`src/hdl/trcd_pkg.sv`:
```
// Shared types and constants for the text row change drawer.
// No dependencies; imported by trcd_text_ram and text_row_change_drawer.
package trcd_pkg;

   localparam int CODE_W = 8;   // character code width
   localparam int X_W    = 10;  // pixel x width
   localparam int Y_W    = 7;   // pixel y width
   localparam int GW_W   = 4;   // glyph_width register width
   localparam int RH_W   = 5;   // row_height register width
   localparam int ROWF_W = 2;   // width of the row field on the request side

   localparam logic [CODE_W-1:0] SPACE_CODE = 8'h20;

   // CSR register indexes
   localparam logic CSR_GLYPH_WIDTH = 1'b0;
   localparam logic CSR_ROW_HEIGHT  = 1'b1;

   // Sequencer states, one-hot
   typedef enum logic [4:0] {
      ST_IDLE   = 5'b00001,
      ST_CHAR   = 5'b00010,
      ST_CLR_RD = 5'b00100,
      ST_CLR_CK = 5'b01000,
      ST_FIN    = 5'b10000
   } state_type;

endpackage

```
`src/hdl/trcd_text_ram.sv`:
```
// Text cache RAM: one write port, one read port, registered read data.
// Depends on trcd_pkg for the character code width.
module trcd_text_ram
   import trcd_pkg::*;
#(
   parameter int DEPTH = 160,
   parameter int AW    = 8
) (
   input  logic              clock,
   input  logic              wr_en,
   input  logic [AW-1:0]     wr_addr,
   input  logic [CODE_W-1:0] wr_data,
   input  logic              rd_en,
   input  logic [AW-1:0]     rd_addr,
   output logic [CODE_W-1:0] rd_data
);

   logic [CODE_W-1:0] mem [DEPTH];
   logic [CODE_W-1:0] rd_data_ff;

   always_ff @(posedge clock) begin
      if (wr_en) begin
         mem[wr_addr] <= wr_data;
      end
   end

   // read data holds until the next read
   always_ff @(posedge clock) begin
      if (rd_en) begin
         rd_data_ff <= mem[rd_addr];
      end
   end

   assign rd_data = rd_data_ff;

endmodule

```
`src/hdl/text_row_change_drawer.sv`:
```
// Text row change drawer, top level. Uses trcd_pkg and trcd_text_ram.
// A changed character passes ST_CHAR and the output register to rsp, or waits for the clear pass
// when it ends a row.
// Each character item takes a RAM read, then a compare/write; a draw may stall on rsp_tready.
// A row-end item adds a clear pass (a RAM read, then a check, per old column past the new length)
// and a final draw step; no new request is taken until the item is done.
// Reset (synchronous, active high): lengths, column and control cleared,
// registers back to glyph_width 7 / row_height 12; the text RAM is not cleared.
module text_row_change_drawer
   import trcd_pkg::*;
#(
   parameter int ROWS = 4,
   parameter int COLS = 40
) (
   input  logic        clock,
   input  logic        reset,
   // request stream
   input  logic        req_tvalid,
   output logic        req_tready,
   input  logic [15:0] req_tdata,   // [1:0] row, [9:2] char_code, rest zero
   input  logic        req_tuser,   // [0] char_present
   input  logic        req_tlast,   // row_end
   // draw stream
   output logic        rsp_tvalid,
   input  logic        rsp_tready,
   output logic [31:0] rsp_tdata,   // [9:0] x_pixel, [16:10] y_pixel, [24:17] glyph_code
   output logic        rsp_tlast,   // run_last
   // configuration
   input  logic        csr_we,
   input  logic        csr_addr,
   input  logic [4:0]  csr_wdata
);

   localparam int RW    = (ROWS > 1) ? $clog2(ROWS) : 1;  // row index
   localparam int CW    = $clog2(COLS + 1);               // column, holds COLS
   localparam int DEPTH = ROWS * COLS;
   localparam int AW    = $clog2(DEPTH);
   localparam int XP_W  = CW + GW_W;                      // x product
   localparam int YP_W  = RW + RH_W;                      // y product

   // RAM address of (row, column)
   function automatic logic [AW-1:0] cell_addr(input logic [RW-1:0] r,
                                                input logic [CW-1:0] c);
      return AW'(r) * AW'(COLS) + AW'(c);
   endfunction

   // ---------------------------------------------------------------
   // Configuration registers
   // ---------------------------------------------------------------
   logic [GW_W-1:0] glyph_width_ff;
   logic [RH_W-1:0] row_height_ff;

   always_ff @(posedge clock) begin
      if (reset) begin
         glyph_width_ff <= GW_W'(7);
         row_height_ff  <= RH_W'(12);
      end else if (csr_we) begin
         case (csr_addr)
            CSR_GLYPH_WIDTH: glyph_width_ff <= csr_wdata[GW_W-1:0];
            CSR_ROW_HEIGHT:  row_height_ff  <= csr_wdata[RH_W-1:0];
            default: ;
         endcase
      end
   end

   // ---------------------------------------------------------------
   // State
   // ---------------------------------------------------------------
   state_type         state_ff, state_in;
   logic [RW-1:0]     row_ff, row_in;          // saturated row of current item
   logic [CODE_W-1:0] code_ff, code_in;        // character of current item
   logic              end_ff, end_in;          // row_end of current item
   logic [CW-1:0]     next_col_ff, next_col_in;
   logic [CW-1:0]     i_ff, i_in;              // clear-scan column
   logic [CW-1:0]     len_ff [ROWS];           // shown length per row
   logic              len_we;

   // one held draw, so the last draw of an item can be flagged
   logic              pend_valid_ff, pend_valid_in;
   logic [CW-1:0]     pend_col_ff, pend_col_in;
   logic [CODE_W-1:0] pend_code_ff, pend_code_in;

   // output register
   logic              rsp_valid_ff, rsp_valid_in;
   logic [X_W-1:0]    rsp_x_ff, rsp_x_in;
   logic [Y_W-1:0]    rsp_y_ff, rsp_y_in;
   logic [CODE_W-1:0] rsp_code_ff, rsp_code_in;
   logic              rsp_last_ff, rsp_last_in;

   // RAM ports
   logic              ram_wr_en, ram_rd_en;
   logic [AW-1:0]     ram_wr_addr, ram_rd_addr;
   logic [CODE_W-1:0] ram_rd_data;

   trcd_text_ram #(
      .DEPTH (DEPTH),
      .AW    (AW)
   ) u_text_ram (
      .clock   (clock),
      .wr_en   (ram_wr_en),
      .wr_addr (ram_wr_addr),
      .wr_data (code_ff),
      .rd_en   (ram_rd_en),
      .rd_addr (ram_rd_addr),
      .rd_data (ram_rd_data)
   );

   // ---------------------------------------------------------------
   // Request decode
   // ---------------------------------------------------------------
   logic [RW-1:0]     req_row_sat;
   logic              req_xfer;
   logic [CW-1:0]     old_len;
   logic [CODE_W-1:0] old_code;
   logic              slot_free;

   // rows beyond the cache fold onto the last row
   assign req_row_sat = (int'(req_tdata[ROWF_W-1:0]) >= ROWS) ?
                        RW'(ROWS - 1) : RW'(req_tdata[ROWF_W-1:0]);
   assign req_tready  = (state_ff == ST_IDLE);
   assign req_xfer    = req_tvalid && req_tready;

   assign old_len   = len_ff[row_ff];
   // cached cell past the old length reads as a space
   assign old_code  = (next_col_ff < old_len) ? ram_rd_data : SPACE_CODE;
   // output register can take a draw this cycle
   assign slot_free = !rsp_valid_ff || rsp_tready;

   // ---------------------------------------------------------------
   // Sequencer
   // ---------------------------------------------------------------
   logic              push;
   logic [CW-1:0]     push_col;
   logic [CODE_W-1:0] push_code;
   logic              push_last;
   logic [XP_W-1:0]   x_prod;
   logic [YP_W-1:0]   y_prod;

   always_comb begin
      state_in      = state_ff;
      row_in        = row_ff;
      code_in       = code_ff;
      end_in        = end_ff;
      next_col_in   = next_col_ff;
      i_in          = i_ff;
      pend_valid_in = pend_valid_ff;
      pend_col_in   = pend_col_ff;
      pend_code_in  = pend_code_ff;
      len_we        = 1'b0;
      ram_wr_en     = 1'b0;
      ram_wr_addr   = cell_addr(row_ff, next_col_ff);
      ram_rd_en     = 1'b0;
      ram_rd_addr   = cell_addr(row_ff, i_ff);
      push          = 1'b0;
      push_col      = pend_col_ff;
      push_code     = pend_code_ff;
      push_last     = 1'b0;

      case (state_ff)
         ST_IDLE: begin
            ram_rd_addr = cell_addr(req_row_sat, next_col_ff);
            if (req_xfer) begin
               row_in  = req_row_sat;
               code_in = req_tdata[ROWF_W +: CODE_W];
               end_in  = req_tlast;
               if (req_tuser && (next_col_ff < CW'(COLS))) begin
                  // fetch the cached cell for this column
                  ram_rd_en = 1'b1;
                  state_in  = ST_CHAR;
               end else if (req_tlast) begin
                  // no character stored: clear from the current column
                  i_in     = next_col_ff;
                  state_in = ST_CLR_RD;
               end
            end
         end

         ST_CHAR: begin
            if (end_ff) begin
               // hold the draw; clears may follow it
               if (code_ff != old_code) begin
                  pend_valid_in = 1'b1;
                  pend_col_in   = next_col_ff;
                  pend_code_in  = code_ff;
               end
               ram_wr_en   = 1'b1;
               next_col_in = next_col_ff + CW'(1);
               i_in        = next_col_ff + CW'(1);
               state_in    = ST_CLR_RD;
            end else if (code_ff == old_code) begin
               ram_wr_en   = 1'b1;
               next_col_in = next_col_ff + CW'(1);
               state_in    = ST_IDLE;
            end else if (slot_free) begin
               // only draw of this item goes straight out
               push        = 1'b1;
               push_col    = next_col_ff;
               push_code   = code_ff;
               push_last   = 1'b1;
               ram_wr_en   = 1'b1;
               next_col_in = next_col_ff + CW'(1);
               state_in    = ST_IDLE;
            end
         end

         ST_CLR_RD: begin
            if (i_ff < old_len) begin
               ram_rd_en = 1'b1;
               state_in  = ST_CLR_CK;
            end else begin
               state_in  = ST_FIN;
            end
         end

         ST_CLR_CK: begin
            if (ram_rd_data != SPACE_CODE) begin
               // stall only if an older draw must leave first
               if (!pend_valid_ff || slot_free) begin
                  push          = pend_valid_ff;
                  pend_valid_in = 1'b1;
                  pend_col_in   = i_ff;
                  pend_code_in  = SPACE_CODE;
                  i_in          = i_ff + CW'(1);
                  state_in      = ST_CLR_RD;
               end
            end else begin
               i_in     = i_ff + CW'(1);
               state_in = ST_CLR_RD;
            end
         end

         ST_FIN: begin
            if (!pend_valid_ff || slot_free) begin
               push          = pend_valid_ff;
               push_last     = 1'b1;
               pend_valid_in = 1'b0;
               len_we        = 1'b1;
               next_col_in   = '0;
               state_in      = ST_IDLE;
            end
         end

         default: begin
            state_in = ST_IDLE;
         end
      endcase
   end

   // pixel coordinates of the draw being loaded
   assign x_prod = XP_W'(push_col) * XP_W'(glyph_width_ff);
   assign y_prod = YP_W'(row_ff) * YP_W'(row_height_ff);

   always_comb begin
      rsp_valid_in = rsp_valid_ff;
      rsp_x_in     = rsp_x_ff;
      rsp_y_in     = rsp_y_ff;
      rsp_code_in  = rsp_code_ff;
      rsp_last_in  = rsp_last_ff;
      if (push) begin
         rsp_valid_in = 1'b1;
         rsp_x_in     = X_W'(x_prod);
         rsp_y_in     = Y_W'(y_prod);
         rsp_code_in  = push_code;
         rsp_last_in  = push_last;
      end else if (rsp_tready) begin
         rsp_valid_in = 1'b0;
      end
   end

   // ---------------------------------------------------------------
   // Registers
   // ---------------------------------------------------------------
   always_ff @(posedge clock) begin
      if (reset) begin
         state_ff      <= ST_IDLE;
         next_col_ff   <= '0;
         pend_valid_ff <= 1'b0;
         rsp_valid_ff  <= 1'b0;
         for (int r = 0; r < ROWS; r++) begin
            len_ff[r] <= '0;
         end
      end else begin
         state_ff      <= state_in;
         next_col_ff   <= next_col_in;
         pend_valid_ff <= pend_valid_in;
         rsp_valid_ff  <= rsp_valid_in;
         if (len_we) begin
            len_ff[row_ff] <= next_col_ff;
         end
      end
   end

   always_ff @(posedge clock) begin
      row_ff       <= row_in;
      code_ff      <= code_in;
      end_ff       <= end_in;
      i_ff         <= i_in;
      pend_col_ff  <= pend_col_in;
      pend_code_ff <= pend_code_in;
      rsp_x_ff     <= rsp_x_in;
      rsp_y_ff     <= rsp_y_in;
      rsp_code_ff  <= rsp_code_in;
      rsp_last_ff  <= rsp_last_in;
   end

   assign rsp_tvalid = rsp_valid_ff;
   assign rsp_tdata  = {7'b0, rsp_code_ff, rsp_y_ff, rsp_x_ff};
   assign rsp_tlast  = rsp_last_ff;

endmodule

```
`config.mk`:
```
export PLATFORM = sky130hd
export DESIGN_NAME = text_row_change_drawer
export DESIGN_NICKNAME = d
export VERILOG_FILES = /design/src/hdl/trcd_pkg.sv /design/src/hdl/trcd_text_ram.sv /design/src/hdl/text_row_change_drawer.sv
export SDC_FILE = /design/constraint.sdc
export NUM_CORES = 2
export LEC_CHECK = 0
export BUFFER_PORTS_ARGS = -buffer_cell sky130_fd_sc_hd__buf_4
export CORE_MARGIN = 1
export CORE_UTILIZATION = 45
export CTS_CLUSTER_DIAMETER = 80
export DETAILED_ROUTE_END_ITERATION = 10
export PLACE_DENSITY_LB_ADDON = 0.08
export SYNTH_ARGS = -nofsm -noshare
export SYNTH_HDL_FRONTEND = slang
export SYNTH_SLANG_ARGS = --single-unit
```
`constraint.sdc`:
```
create_clock -name clock -period 10.1 [get_ports clock]
set_clock_uncertainty 0.05 [all_clocks]
set_input_delay 2.02 -clock clock [delete_from_list [all_inputs] [get_ports clock]]
set_output_delay 2.02 -clock clock [all_outputs]
set_load 0.02 [all_outputs]
```
### After elaboration in Yosys (flattened, before gate mapping)

Memories as Yosys holds them, arrays and structs flattened. A register that Yosys moved wholly into a read port is not among the register bits.
Cells that the tools add are included.

* add/sub/neg operators: 5
* bitwise operators: 1
* order comparisons: 3
* muxes and demuxes: 78
* reduce and logical (&&, ||, !) cells: 20
* equal/unequal tests: 19
* multipliers: 4

Operators with widths (number)
* 2-to-1 mux 6 bit: 19
* 2-to-1 mux 8 bit: 10
* 2-to-1 mux 5 bit: 10
* 2-to-1 mux 1 bit: 28
* case mux 5 bit (5 select lines): 1
* adder 8 x 6 -> 8 bit: 3
* case mux 6 bit (2 select lines): 2
* case mux 6 bit (3 select lines): 1
* case mux 8 bit (2 select lines): 1
* adder 6 x 1 -> 6 bit (second input constant): 2
* < comparator 6 bit: 2
* inequality test 2 bit (second input constant): 6
* AND reduction 6 bit: 2
* multiplier 2 x 3 -> 5 bit (second input constant): 2
* multiplier 6 x 4 -> 10 bit: 1
* AND reduction 5 bit: 2
* equality test 8 bit: 1
* inequality test 8 x 6 -> 1 bit (second input constant): 1
* inequality test 8 bit: 1
* multiplier 2 x 5 -> 7 bit: 1
* < comparator 6 bit (second input constant): 1
* case mux 1 bit (3 select lines): 2
* AND reduction 2 bit: 3
* nonzero test 2 bit: 3
* other kinds (18): 25

* bits of input ports: 29
* register bits: 79
* memories kept: 2
* word-level logic and storage cells: 148
* bits in writable memories: 1304

Memory list
* u_text_ram.mem: words 160, bits a word 8, rd ports 1, clocked after Yosys merged registers in 1, write ports 1, RTL line trcd_text_ram.sv:18 `logic [CODE_W-1:0] mem [DEPTH];`
* len_ff: words 4, bits a word 6, rd ports 1, clocked after Yosys merged registers in 1, write ports 4, RTL line text_row_change_drawer.sv:75 `logic [CW-1:0] len_ff [ROWS];`

### Depth between registers and ports, before layout

* depth in word-level cells: 10
* depth in mapped cells: 25
* mapped depth without buffers: 23

### Hierarchy

From an unflattened synthesis, not the netlist that was laid out.

* cells, all modules: 3094
* area, all modules: 56862.0 µm²

Modules (own cells, without submodules)
* trcd_text_ram: cells each 2489, seq. area each 38677.1 µm², times used 1, area each 50462.1 µm²
* text_row_change_drawer: cells each 605, seq. area each 2912.8 µm², times used 1, area each 6399.9 µm²

### Least setup slack after synthesis

Ideal clock, no wire load.

* path kind: flip-flop to flip-flop
* start: reg code_ff[7]
* end: reg rsp_x_ff[9], data pin
* buffers on the path: 1
* setup time: 258 ps
* period minus slack after synthesis: 6464 ps
* data arrival time: 6156 ps
* slack: 3636 ps
* stages on the path, launching flop included: 21
* required time: 9792 ps
* cell sequence: edfxtp_1 > xnor2_1 > nand3_1 > o31ai_1 > a22oi_1 > a2111o_1 > nand3_1 > buf_2 > mux2i_1 > nor2b_1 > fa_1 > inv_1 > fa_1 > inv_1 > ha_1 > a21oi_1 > o21bai_1 > a21oi_1 > o21bai_1 > a21oi_1 > xnor2_1

* word-level cells in the longest chain between the ends: 5

Ends and longest elaborated chain
* start, declared: RTL line text_row_change_drawer.sv:71 `logic [CODE_W-1:0] code_ff, code_in;`
* start signal, assigned: RTL line text_row_change_drawer.sv:295 `code_ff <= code_in;`
* equality test 8 bit: RTL line text_row_change_drawer.sv:190 `end else if (code_ff == old_code) begin`
* 2-to-1 mux 6 bit: RTL line text_row_change_drawer.sv:190
* 2-to-1 mux 6 bit: RTL line text_row_change_drawer.sv:179 `if (end_ff) begin`
* 2-to-1 mux 6 bit: RTL line text_row_change_drawer.sv:159 `case (state_ff)`
* multiplier 6 x 4 -> 10 bit: RTL line text_row_change_drawer.sv:250 `assign x_prod = XP_W'(push_col) * XP_W'(glyph_width_ff);`
* via x_prod[9]: RTL line text_row_change_drawer.sv:136 `logic [XP_W-1:0] x_prod;`
* end signal, assigned: RTL line text_row_change_drawer.sv:300 `rsp_x_ff <= rsp_x_in;`
* end, declared: RTL line text_row_change_drawer.sv:85 `logic [X_W-1:0] rsp_x_ff, rsp_x_in;`

The timed path passes the listed nets, and every way through them passes these cells.
A chain may end at the register's enable or synchronous reset.

==> results.tsv <==
metric	value	unit
synth warn	0	
Reg clk slew, reported paths	0.06	ns
biggest fanout along the worst timing path	21	
Seq/Total Area, Yosys	72.1	%
first-pass GRT wire length	236	mm
pwr/cell area	259	mW/mm²
1st-pass router iterations	5	
Synth Cell Area	0.0577	mm²
Setup crit start kind	register	
Critical Path Max Stage Delay	0.55	ns
hpwl dp	98.8	mm
Slew @ Worst Pin	1.33	ns
total track usage	25.1	%
Area contributors post-synth	edfxtp_1 (71%), mux4_2 (4.0%), mux2i_1 (3.1%)	
Tot Pwr	16.8	mW
Chip Height	360	µm
fillers	10678	
Max Freq	0.156	GHz
H-tree Lvls	4	
Netlist cell types	73	
clock root buffer master	clkbuf_16	
CTS tree	yes	
hold-fix buffers at CTS	0	
largest net degree at the start of global routing	166	
Final #Nets	3970	
area share of the largest cell type after synthesis	71.2	%
buffers added on ports	50	
Die Wd	360	µm
Max VDD drop	0.000182	V
number of synthesized flops with an enable pin	1369	
vias in the first global route	32920	
Period minus WS final	6.40	ns
ys async rst share	0	%
die area	0.130	mm²
Max Cap Viol	0	
CP max-delay cell	dfxtp_1	
number of buffers created by CTS	151	
wire length per cell	28.8	µm
core area	0.127	mm²
setup TNS	0	ns
GPL Wtd Cong	0.906	
Pleak	21.6	nW
Commonest cells post-synth	edfxtp_1 (1369), nand2_1 (452), nor2_1 (242)	
Avg Synthesized Cell Area	15.0	µm²
WP data required	10.58	ns
Final Util	50.8	%
Hold Path End	row_height_ff[1]$_SDFFE_PP0P_	
grt ovf	0	
most area-hungry cell type in the Yosys netlist	edfxtp_1	
reg2reg setup slack	3.70	ns
CP arrival	6.88	ns
WHS Path Cells	2	
crit end category	register	
cell with the most instances after synthesis	edfxtp_1	
relative slew slack	8.71	%
Worst Hold Class	reg -> reg	
DR vias	34019	
area grow syn2layout	12.2	%
DRC viols	0	
fraction of layout cells with a size suffix above 1	12.3	%
IO Count	64	
CTS max path bufs	3	
post-route ant nets	0	
worst-path cell chain	mux4_2 > inv_1 > ha_1 > and3_1 > a31oi_1 > o211a_1 > a22oi_1 > a2111o_1 > nand3_1 > buf_4 > mux2i_1 > nor2b_1 > fa_1 > inv_1 > fa_1 > inv_1 > ha_1 > a21oi_1 > o21bai_1 > a21oi_1 > o21bai_1 > a21oi_1 > xnor2_1	
clk sinks	1393	
Starting Density	45.3	%
DR iter-0 viols	3994	
worst reg2reg path depth	23	
crit share post-route	63.4	%
Cell Rows	131	
critical hold path startpoint	row_height_ff[1]$_SDFFE_PP0P_	
status	finished, final reports clean	
RR Endpoint	rsp_x_ff[9]$_DFFE_PP_	
endpoints failing hold	0	
number of setup violations in the final report	0	
post-CTS setup buffers	0	
final slew viol count	0	
flops & latches, synth	1393	
RSZ-0062 raised after global routing	no	
via-per-instance ratio	6.00	
initial antenna violation count	3	
Post-Synthesis Cells	3856	
kind of critical path	reg -> reg	
WL final	163	mm
PostCTS Resize Cnt	0	
Most used DFF post-synth	edfxtp_1	
Clock Latency Late Sink	0.78	ns
-- cell families (layout without fill, tap and decap cells) --
| family | Yosys count | count (layout) | synth area share, % |
|---|---|---|---|
| flip-flops | 1393 | 1393 | 72.1 |
| AND/OR/NAND/NOR | 1129 | 1129 | 8.84 |
| AO/OA/AOI/OAI | 677 | 677 | 7.88 |
| buffers and inverters | 291 | 437 | 2.29 |
| multiplexers | 288 | 288 | 7.25 |
| adder cells (fa/ha/maj) | 54 | 54 | 1.33 |
| XOR/XNOR | 23 | 23 | 0.349 |
| other | 1 | 10 | 0.00650 |
-- how the worst max path moves through the flow --
stage	depth (start not counted)	startpoint	endpoint
after floorplan	20	code_ff[7]$_DFFE_PP_	rsp_x_ff[9]$_DFFE_PP_
after global placement	23	register	rsp_x_ff[9]$_DFFE_PP_
after detailed placement	23	register	rsp_x_ff[9]$_DFFE_PP_
after CTS	23	register	rsp_x_ff[9]$_DFFE_PP_
after global routing	23	register	rsp_x_ff[9]$_DFFE_PP_
final	23	register	rsp_x_ff[9]$_DFFE_PP_
-- power by group --
group	internal, mW	switching [mW]
clock network	3.17	2.31
registers	6.72	0.0780
logic	1.34	3.15
total	11.2	5.54
-- layout make-up --
| cell class | instances | area, µm² | area share [%] |
|---|---|---|---|
| diodes | 3 | 7.51 | 0.0116 |
| clock inverters | 92 | 927 | 1.43 |
| well taps | 1662 | 2080 | 3.21 |
| multi-input cells | 2178 | 15000 | 23.2 |
| flip-flops and latches | 1393 | 41600 | 64.2 |
| inverters | 39 | 146 | 0.226 |
| clock buffers | 182 | 3960 | 6.11 |
| repair buffers | 124 | 1040 | 1.61 |
-- cells in the final DEF, fill, tap and decap left out, types with 59 or more instances in the layout --
cell / count
a21oi_1: 180
and3_1: 60
buf_4: 115
clkbuf_16: 154
edfxtp_1: 1369
mux2i_1: 175
mux4_2: 103
nand2_1: 449
nand3_1: 154
nor2_1: 241
nor3_1: 59
o21ai_0: 96
-- per-layer routing --
| layer | routed length [µm] | global-route usage [%] | vias to the layer above | share of wire (%) |
|---|---|---|---|---|
| met4 | 5280 | 8.87 | 0 | 3.2 |
| met1 | 73300 | 37.0 | 17433 | 45 |
| met3 | 11400 | 4.60 | 264 | 7.0 |
| met2 | 73500 | 37.3 | 1250 | 45 |
| met5 | 0 | 0 | - | 0 |
| li1 | - | - | 15072 | - |
-- through the flow --
stage | setup slack, ns | std cells | cell area (µm²) | hold WS, ns
3_5_place_dp | 3.69 | 5396 | 59900 | 0.422
2_1_floorplan | 3.64 | 3862 | 57700 | 0.390
6_report | 3.70 | 5673 | 64700 | 0.430
3_3_place_gp | 3.73 | 5396 | 59900 | 0.422
5_1_grt | 3.30 | 5672 | 64700 | 0.473
4_1_cts | 3.70 | 5670 | 64700 | 0.429
-- critical path, delay by kind of cell, from the launching register on --
family | cells | cell delay [ns]
AOI/OAI and AO/OA | 9 | 2.02
adders and majority gates | 4 | 1.62
muxes | 2 | 0.96
DFF | 1 | 0.55
buffers and inverters | 4 | 0.49
and+or+nand+nor | 3 | 0.38
xor gates and xnor gates | 1 | 0.08
-- state kept, by name, summed over array words and instances, names as in the netlist, named ones only --
register            cells
code_ff                 8
end_ff                  1
glyph_width_ff          4
i_ff                    6
len_ff                 24
next_col_ff             6
pend_code_ff            8
pend_col_ff             6
pend_valid_ff           1
row_ff                  2
row_height_ff           5
rsp_code_ff             8
rsp_tlast               1
rsp_tvalid              1
rsp_x_ff               10
rsp_y_ff                7
state_ff                5
u_text_ram.mem       1280
u_text_ram.rd_data      8
(Power assumes the default switching activity.)
